$ cat config.mk
export PLATFORM = sky130hd
export DESIGN_NAME = range_fit_weighted_argmax
export DESIGN_NICKNAME = d
export VERILOG_FILES = /design/src/rtl/rfwa_pkg.sv /design/src/rtl/rfwa_mul.sv /design/src/rtl/rfwa_div.sv /design/src/rtl/range_fit_weighted_argmax.sv
export SDC_FILE = /design/constraint.sdc
export NUM_CORES = 1
export LEC_CHECK = 0
export ABC_AREA = 1
export BUFFER_PORTS_ARGS = -buffer_cell sky130_fd_sc_hd__buf_2
export CORE_ASPECT_RATIO = 1.5
export CORE_MARGIN = 2
export CORE_UTILIZATION = 65
export CTS_CLUSTER_DIAMETER = 150
export DETAILED_ROUTE_END_ITERATION = 8
export GPL_TIMING_DRIVEN = 0
export PLACE_DENSITY = 0.89
export SYNTH_ARGS = -nofsm -noshare
export SYNTH_HDL_FRONTEND = slang
export SYNTH_HIERARCHICAL = 1
export SYNTH_SLANG_ARGS = --single-unit
$ cat constraint.sdc
create_clock -name clk -period 12.33 [get_ports clk]
set_input_delay 0.6165 -clock clk [delete_from_list [all_inputs] [get_ports clk]]
set_output_delay 0.6165 -clock clk [all_outputs]
set_load 0.01 [all_outputs]
$ cat src/rtl/rfwa_pkg.sv
// rfwa_pkg: shared types and constants for the range-fit weighted arg-max block.
// Used by the top level and the iterative divider.
`default_nettype none

package rfwa_pkg;

  localparam int COORD_W  = 16;  // signed Q8.8 climate values and bounds
  localparam int BASE_W   = 16;  // unsigned Q8.8 base weight
  localparam int FRAC_W   = 16;  // margin fraction, unsigned Q0.16
  localparam int MINM_W   = 15;  // min margin, unsigned Q7.8
  localparam int INDEX_W  = 8;
  localparam int WEIGHT_W = 24;  // unsigned Q8.16

  // config register indexes
  localparam logic REG_MARGIN_FRACTION = 1'b0;
  localparam logic REG_MIN_MARGIN      = 1'b1;

  localparam logic [FRAC_W-1:0] MARGIN_FRACTION_RST = 16'd16384;
  localparam logic [MINM_W-1:0] MIN_MARGIN_RST      = 15'd256;

  typedef enum logic [2:0] {
    ST_IDLE,
    ST_MARGIN,
    ST_FIT,
    ST_DIV,
    ST_MUL_T,
    ST_MUL_W,
    ST_SCORE,
    ST_EMIT
  } rfwa_state_t;

  typedef struct packed {
    logic busy;
    logic done;
  } rfwa_div_stat_t;

endpackage

`default_nettype wire

$ cat src/rtl/rfwa_mul.sv
// rfwa_mul: shared unsigned multiplier with registered product.
// Depends on nothing but its parameters.
`default_nettype none

module rfwa_mul #(
  parameter int AW = 16,
  parameter int BW = 17
) (
  input  wire logic            clk,
  input  wire logic [AW-1:0]   a,
  input  wire logic [BW-1:0]   b,
  output logic [AW+BW-1:0]     prod_r
);

  always_ff @(posedge clk) begin
    prod_r <= (AW+BW)'(a) * (AW+BW)'(b);
  end

endmodule

`default_nettype wire

$ cat src/rtl/rfwa_div.sv
// rfwa_div: radix-2 restoring divider for fractions, num < den.
// Produces FB quotient bits of num * 2^FB / den, one bit per cycle. Uses rfwa_pkg.
`default_nettype none

module rfwa_div #(
  parameter int FB = 16
) (
  input  wire logic                 clk,
  input  wire logic                 rst_n,
  input  wire logic                 start,
  input  wire logic [15:0]          num,
  input  wire logic [15:0]          den,
  output rfwa_pkg::rfwa_div_stat_t  stat,
  output logic [FB-1:0]             quot_r
);
  import rfwa_pkg::*;

  localparam int CNT_W = $clog2(FB + 1);

  logic [15:0]      rem_r;
  logic [15:0]      den_r;
  logic [CNT_W-1:0] cnt_r;
  logic             busy_r;
  logic             done_r;
  logic [16:0]      shifted;
  logic             ge;
  logic [16:0]      diff;

  always_comb begin
    shifted = {rem_r, 1'b0};
    ge      = shifted >= {1'b0, den_r};
    diff    = shifted - {1'b0, den_r};
  end

  always_ff @(posedge clk) begin
    if (!rst_n) begin
      busy_r <= 1'b0;
      done_r <= 1'b0;
      cnt_r  <= '0;
    end else begin
      done_r <= 1'b0;
      if (start) begin
        busy_r <= 1'b1;
        cnt_r  <= CNT_W'(FB);
      end else if (busy_r) begin
        cnt_r <= cnt_r - 1'b1;
        if (cnt_r == CNT_W'(1)) begin
          busy_r <= 1'b0;
          done_r <= 1'b1;
        end
      end
    end
  end

  always_ff @(posedge clk) begin
    if (start) begin
      rem_r  <= num;
      den_r  <= den;
      quot_r <= '0;
    end else if (busy_r) begin
      rem_r  <= ge ? diff[15:0] : shifted[15:0];
      quot_r <= {quot_r[FB-2:0], ge};
    end
  end

  assign stat.busy = busy_r;
  assign stat.done = done_r;

endmodule

`default_nettype wire

$ cat src/rtl/range_fit_weighted_argmax.sv
// range_fit_weighted_argmax: weighted arg-max over a scan of candidate ranges.
// Top level; uses rfwa_pkg, rfwa_mul and rfwa_div.
//
//  Channel | Dir | Signals                              | Carries
//  --------+-----+--------------------------------------+---------------------------------
//  in_     | in  | tvalid/tready/tdata[111:0]/tlast     | one candidate per transfer
//  out_    | out | tvalid/tready/tdata[31:0]/tuser      | scan result on the last candidate
//  cfg_    | in  | APB psel/penable/pwrite/paddr/pwdata | margin_fraction @0, min_margin @4
//
// Steps: a candidate is taken in ST_IDLE, then each axis passes ST_MARGIN and ST_FIT,
//   with ST_DIV only when its value lies outside the range but inside the margin;
//   then ST_MUL_T, ST_MUL_W and ST_SCORE, and a last candidate adds ST_EMIT. The
//   radix-2 divider gives one quotient bit a cycle; one multiplier serves margin
//   and weight products.
// Candidates past MAX_CANDIDATES skip scoring; a last one goes straight to ST_EMIT.
// Reset: synchronous, active low; clears scan state and output valid, loads
//   the register reset values.
// Stalls: in_tready is high only while idle. A finished result sits in the
//   output register; a following last candidate waits in ST_EMIT until it drains.
`default_nettype none

module range_fit_weighted_argmax #(
  parameter int MAX_CANDIDATES = 256,
  parameter int FIT_BITS       = 16
) (
  input  wire logic          clk,
  input  wire logic          rst_n,
  // candidate stream
  input  wire logic          in_tvalid,
  output logic               in_tready,
  // low to high: temperature, moisture, min_temperature, max_temperature,
  //   min_moisture, max_moisture, base_weight (16 bits each)
  input  wire logic [111:0]  in_tdata,
  input  wire logic          in_tlast,
  // result stream
  output logic               out_tvalid,
  input  wire logic          out_tready,
  // low to high: best_index[7:0], best_weight[31:8]
  output logic [31:0]        out_tdata,
  // bit 0: found
  output logic [0:0]         out_tuser,
  // configuration
  input  wire logic          cfg_psel,
  input  wire logic          cfg_penable,
  input  wire logic          cfg_pwrite,
  input  wire logic [2:0]    cfg_paddr,
  input  wire logic [31:0]   cfg_pwdata,
  output logic [31:0]        cfg_prdata,
  output logic               cfg_pready
);
  import rfwa_pkg::*;

  localparam int FB   = FIT_BITS;
  localparam int CW   = $clog2(MAX_CANDIDATES + 1);
  localparam int IW   = (CW < INDEX_W) ? CW : INDEX_W;
  localparam int BW   = (FB + 1 > FRAC_W) ? FB + 1 : FRAC_W;
  localparam int PW   = BASE_W + BW;
  localparam logic [FB:0] FIT_ONE = {1'b1, {FB{1'b0}}};

  // ---------------- configuration registers ----------------
  logic [FRAC_W-1:0] margin_fraction_r;
  logic [MINM_W-1:0] min_margin_r;
  logic              cfg_wr;

  assign cfg_pready = 1'b1;
  assign cfg_wr     = cfg_psel & cfg_penable & cfg_pwrite & cfg_pready;

  always_ff @(posedge clk) begin
    if (!rst_n) begin
      margin_fraction_r <= MARGIN_FRACTION_RST;
      min_margin_r      <= MIN_MARGIN_RST;
    end else if (cfg_wr) begin
      unique case (cfg_paddr[2])
        REG_MARGIN_FRACTION: margin_fraction_r <= cfg_pwdata[FRAC_W-1:0];
        REG_MIN_MARGIN:      min_margin_r      <= cfg_pwdata[MINM_W-1:0];
        default:             ;
      endcase
    end
  end

  always_comb begin
    unique case (cfg_paddr[2])
      REG_MARGIN_FRACTION: cfg_prdata = 32'(margin_fraction_r);
      REG_MIN_MARGIN:      cfg_prdata = 32'(min_margin_r);
      default:             cfg_prdata = '0;
    endcase
  end

  // ---------------- captured candidate ----------------
  logic signed [COORD_W-1:0] temperature_r, moisture_r;
  logic signed [COORD_W-1:0] min_temperature_r, max_temperature_r;
  logic signed [COORD_W-1:0] min_moisture_r, max_moisture_r;
  logic [BASE_W-1:0]         base_weight_r;
  logic                      last_r;
  logic                      in_xfer;

  assign in_xfer = in_tvalid & in_tready;

  always_ff @(posedge clk) begin
    if (in_xfer) begin
      temperature_r     <= in_tdata[15:0];
      moisture_r        <= in_tdata[31:16];
      min_temperature_r <= in_tdata[47:32];
      max_temperature_r <= in_tdata[63:48];
      min_moisture_r    <= in_tdata[79:64];
      max_moisture_r    <= in_tdata[95:80];
      base_weight_r     <= in_tdata[111:96];
      last_r            <= in_tlast;
    end
  end

  // ---------------- sequencer state ----------------
  rfwa_state_t       state_r, state_nxt;
  logic              axis_r, axis_nxt;          // 0 = temperature, 1 = moisture
  logic [FB:0]       tfit_r, tfit_nxt;
  logic [FB:0]       mfit_r, mfit_nxt;
  logic [WEIGHT_W-1:0] best_weight_r, best_weight_nxt;
  logic [INDEX_W-1:0]  best_index_r, best_index_nxt;
  logic              found_r, found_nxt;
  logic [CW-1:0]     cnt_r, cnt_nxt;
  logic              out_valid_r, out_valid_nxt;
  logic [31:0]       out_data_r, out_data_nxt;
  logic              out_found_r, out_found_nxt;

  // ---------------- axis evaluation ----------------
  logic signed [COORD_W-1:0] val, lo, hi;
  logic signed [COORD_W:0]   span, dist_lo, dist_hi;
  logic                      in_range, below;
  logic [15:0]               width, offset, margin_raw, minm, margin;

  // shared units
  logic [BASE_W-1:0] mul_a;
  logic [BW-1:0]     mul_b;
  logic [PW-1:0]     prod_r;
  logic              div_start;
  rfwa_div_stat_t    div_stat;
  logic [FB-1:0]     quot;

  logic [WEIGHT_W-1:0] weight;
  logic                score_en;
  logic                fit_wr;
  logic [FB:0]         fit_val;
  logic                out_free;

  always_comb begin
    val = axis_r ? moisture_r     : temperature_r;
    lo  = axis_r ? min_moisture_r : min_temperature_r;
    hi  = axis_r ? max_moisture_r : max_temperature_r;

    in_range = (val >= lo) && (val <= hi);
    below    = val < lo;
    span     = $signed({hi[COORD_W-1], hi}) - $signed({lo[COORD_W-1], lo});
    dist_lo  = $signed({lo[COORD_W-1], lo}) - $signed({val[COORD_W-1], val});
    dist_hi  = $signed({val[COORD_W-1], val}) - $signed({hi[COORD_W-1], hi});
    // inverted or empty ranges have zero width
    width    = (!span[COORD_W] && (span != '0)) ? span[15:0] : '0;
    offset   = below ? dist_lo[15:0] : dist_hi[15:0];

    margin_raw = prod_r[FRAC_W +: 16];
    minm       = (min_margin_r == '0) ? 16'd1 : {1'b0, min_margin_r};
    margin     = (margin_raw < minm) ? minm : margin_raw;

    weight   = prod_r[FB-8 +: WEIGHT_W];
    score_en = cnt_r < CW'(MAX_CANDIDATES);
    out_free = !out_valid_r || out_tready;
  end

  rfwa_mul #(.AW(BASE_W), .BW(BW)) u_mul (
    .clk    (clk),
    .a      (mul_a),
    .b      (mul_b),
    .prod_r (prod_r)
  );

  rfwa_div #(.FB(FB)) u_div (
    .clk    (clk),
    .rst_n  (rst_n),
    .start  (div_start),
    .num    (offset),
    .den    (margin),
    .stat   (div_stat),
    .quot_r (quot)
  );

  // ---------------- next state and datapath control ----------------
  always_comb begin
    state_nxt       = state_r;
    axis_nxt        = axis_r;
    tfit_nxt        = tfit_r;
    mfit_nxt        = mfit_r;
    best_weight_nxt = best_weight_r;
    best_index_nxt  = best_index_r;
    found_nxt       = found_r;
    cnt_nxt         = cnt_r;
    out_valid_nxt   = out_valid_r & ~out_tready;
    out_data_nxt    = out_data_r;
    out_found_nxt   = out_found_r;
    in_tready       = 1'b0;
    div_start       = 1'b0;
    fit_wr          = 1'b0;
    fit_val         = '0;
    mul_a           = width;
    mul_b           = BW'(margin_fraction_r);

    unique case (state_r)
      ST_IDLE: begin
        in_tready = 1'b1;
        axis_nxt  = 1'b0;
        if (in_tvalid) begin
          if (score_en)      state_nxt = ST_MARGIN;
          else if (in_tlast) state_nxt = ST_EMIT;
        end
      end
      ST_MARGIN: begin
        // margin product: width * fraction, Q0.16 drop
        state_nxt = ST_FIT;
      end
      ST_FIT: begin
        if (in_range) begin
          fit_wr  = 1'b1;
          fit_val = FIT_ONE;
        end else if (offset >= margin) begin
          fit_wr  = 1'b1;
        end else begin
          div_start = 1'b1;
          state_nxt = ST_DIV;
        end
      end
      ST_DIV: begin
        if (div_stat.done) begin
          fit_wr  = 1'b1;
          fit_val = FIT_ONE - {1'b0, quot};
        end
      end
      ST_MUL_T: begin
        mul_a     = base_weight_r;
        mul_b     = BW'(tfit_r);
        state_nxt = ST_MUL_W;
      end
      ST_MUL_W: begin
        // t = base * tfit >> FB, Q8.8
        mul_a     = prod_r[FB +: BASE_W];
        mul_b     = BW'(mfit_r);
        state_nxt = ST_SCORE;
      end
      ST_SCORE: begin
        if (weight > best_weight_r) begin
          best_weight_nxt = weight;
          best_index_nxt  = INDEX_W'(cnt_r[IW-1:0]);
          found_nxt       = 1'b1;
        end
        cnt_nxt   = cnt_r + 1'b1;
        state_nxt = last_r ? ST_EMIT : ST_IDLE;
      end
      ST_EMIT: begin
        if (out_free) begin
          out_valid_nxt   = 1'b1;
          out_data_nxt    = {best_weight_r, best_index_r};
          out_found_nxt   = found_r;
          best_weight_nxt = '0;
          best_index_nxt  = '0;
          found_nxt       = 1'b0;
          cnt_nxt         = '0;
          state_nxt       = ST_IDLE;
        end
      end
      default: state_nxt = ST_IDLE;
    endcase

    // fit done for the current axis: store it and move on
    if (fit_wr) begin
      if (axis_r) begin
        mfit_nxt  = fit_val;
        state_nxt = ST_MUL_T;
      end else begin
        tfit_nxt  = fit_val;
        axis_nxt  = 1'b1;
        state_nxt = ST_MARGIN;
      end
    end
  end

  always_ff @(posedge clk) begin
    if (!rst_n) begin
      state_r       <= ST_IDLE;
      axis_r        <= 1'b0;
      best_weight_r <= '0;
      best_index_r  <= '0;
      found_r       <= 1'b0;
      cnt_r         <= '0;
      out_valid_r   <= 1'b0;
    end else begin
      state_r       <= state_nxt;
      axis_r        <= axis_nxt;
      best_weight_r <= best_weight_nxt;
      best_index_r  <= best_index_nxt;
      found_r       <= found_nxt;
      cnt_r         <= cnt_nxt;
      out_valid_r   <= out_valid_nxt;
    end
  end

  always_ff @(posedge clk) begin
    tfit_r      <= tfit_nxt;
    mfit_r      <= mfit_nxt;
    out_data_r  <= out_data_nxt;
    out_found_r <= out_found_nxt;
  end

  assign out_tvalid   = out_valid_r;
  assign out_tdata    = out_data_r;
  assign out_tuser[0] = out_found_r;

endmodule

`default_nettype wire

==> flow_summary.json <==
{
  "final_layout_size_suffix_gt1_share_pct": 11.94,
  "grt_pass1_wl_um": 137200,
  "fmax_mhz": 102.3,
  "cts_tree": "done",
  "root_buffer": "clkbuf_16",
  "cts_resized": 0,
  "outcome": "complete, no violations",
  "min_path_type": "in -> reg",
  "maxSlewHeadroom_pct": 12.61,
  "drt_wl_total_um": 90070,
  "fin_crit_sh_pct": 79.25,
  "cts_max_level": 1,
  "worst_path_max_delay_cell": "fa_1",
  "io_pins": 223,
  "worstMarginPinSlew_ns": 1.311,
  "crit_buf_inv": 12,
  "synth_cells": 3630,
  "fp.dieH_um": 261.9,
  "grt_pass1_vias": 25911,
  "final_max_slew_viol_count": 0,
  "grt_remaining_overflow": 0,
  "drt-pass1-iter-count": 6,
  "syn_area_mm2": 0.02881,
  "post-place-ws_ns": 2.851,
  "final_area_mm2": 0.03167,
  "hold_slack_ns": 0.1923,
  "via_per_inst": 5.768,
  "antenna_found_initial": 8,
  "layout.nets": 4463,
  "cts-buffers-inserted": 31,
  "initial_core_util_pct": 65.68,
  "num_rows": 94,
  "endpoint_kind": "flip-flop",
  "hold_viol_final": 0,
  "gp_congestion": 1.030,
  "num_vias": 25807,
  "yosys_warnings": 6,
  "post_cts_buffers": 0,
  "clkTransAtPathRegs_ns": 0.07,
  "grt_setup_unrepaired": "no",
  "syn_area_per_cell_um2": 7.937,
  "clock_latency_ns": 0.59,
  "grtUsageTotal_pct": 39.27,
  "ant_nets": 0,
  "cts_buffer_depth": 3,
  "syn_to_final_growth_pct": 9.936,
  "drc": 0,
  "die_x_um": 175.9,
  "wl_per_cell_um": 20.13,
  "drt_iter0_markers": 2382,
  "finClkSkew_ns": 0.009048,
  "rr_startpoint": "axis_r$_SDFF_PN0_",
  "cap_viol_max_count": 0,
  "cp.arrival_ns": 10.23,
  "setup_violations": 0,
  "min_from": "in_tdata[39]",
  "crit_path_start_kind": "flip-flop",
  "critPathMaxStageDelay_ns": 0.77,
  "critPathLaunch": "axis_r$_SDFF_PN0_",
  "setup_slack_ns": 2.558,
  "worstPathMaxFanout": 10,
  "dp_hpwl_um": 71950,
  "clock-sinks": 337,
  "place_area_mm2": 0.03063,
  "min_period_ns": 9.772,
  "cts_hold_buf": 0,
  "grt_max_degree": 39,
  "cp_top_family": "adder cells",
  "dieArea_mm2": 0.04606,
  "tns_ns": 0,
  "required_ns": 12.79,
  "critPathKind": "reg -> reg",
  "core_area_mm2": 0.04387,
  "fill_cells": 3356,
  "portBuffers": 187
}
-- metrics by stage --
stage	utilization [%]	instances
6_report	72.20	4474
5_1_grt	72.20	4473
4_1_cts	72.18	4470
3_5_place_dp	69.81	4412
3_3_place_gp	69.58	4408
2_1_floorplan	-	3645
-- registers in the layout (all words and copies together), names as in the netlist, 17 cells and up --
signal         flops
best_weight_r     24
mfit_r            17
out_tdata         32
tfit_r            17
u_mul/prod_r      24
-- layout by cell type, fill, tap and decap left out, types with 6 or more instances in the layout --
cell type and instances:
nand3b_1 13, nor2_2 9, or2_2 49, nor3_1 27
edfxtp_1 212, nand2_2 36, nand3_2 31, nor2_4 7
clkinv_1 6, buf_4 20, buf_2 200, clkbuf_16 31
dfxtp_1 125, xnor2_1 12, o21a_1 7, nand3_1 207
xor2_1 31, clkinv_2 7, o21ai_0 158, conb_1 17
clkbuf_1 116, ha_1 227, inv_2 31, nand2_1 897
fa_1 212, o211ai_1 18, inv_1 730, nand4_1 43
o21ai_1 19, o22ai_1 17, nor2_1 132, o21bai_1 8
a21oi_1 166
-- final cells by class --
type | count | area [µm²] | share of cell area [%]
sequential | 337 | 8869 | 28.00
clock inverter | 24 | 250.2 | 0.7900
inverter | 764 | 2868 | 9.054
clock buffer | 34 | 787.0 | 2.485
tap | 576 | 720.7 | 2.275
multi-input combinational | 2389 | 16410 | 51.81
timing repair buffer | 191 | 1023 | 3.231
antenna | 4 | 10.01 | 0.03160
buffer | 155 | 735.7 | 2.323
-- routing by layer --
metal | part of all wire (%) | routed length [µm] | up-vias | GRT usage (%)
li1 | - | - | 11820 | -
met1 | 31 | 28210 | 11877 | 38.69
met2 | 48 | 43030 | 1458 | 67.53
met3 | 8.4 | 7562 | 644 | 8.001
met4 | 12 | 11220 | 8 | 39.65
met5 | 0.058 | 52 | - | 0
-- final timing paths --
check                                   end  slack, ns  depth (start not counted)
min          min_temperature_r[7]$_DFFE_PP_       0.19                          1
min reg2reg          out_tdata[6]$_DFFE_PP_       0.44                          0
max                u_mul/prod_r[31]$_DFF_P_       2.56                         43
max reg2reg        u_mul/prod_r[31]$_DFF_P_       2.56                         43
Power is not shown: default switching activity piles up to over one toggle a cycle in this logic, so the estimate is an artifact.
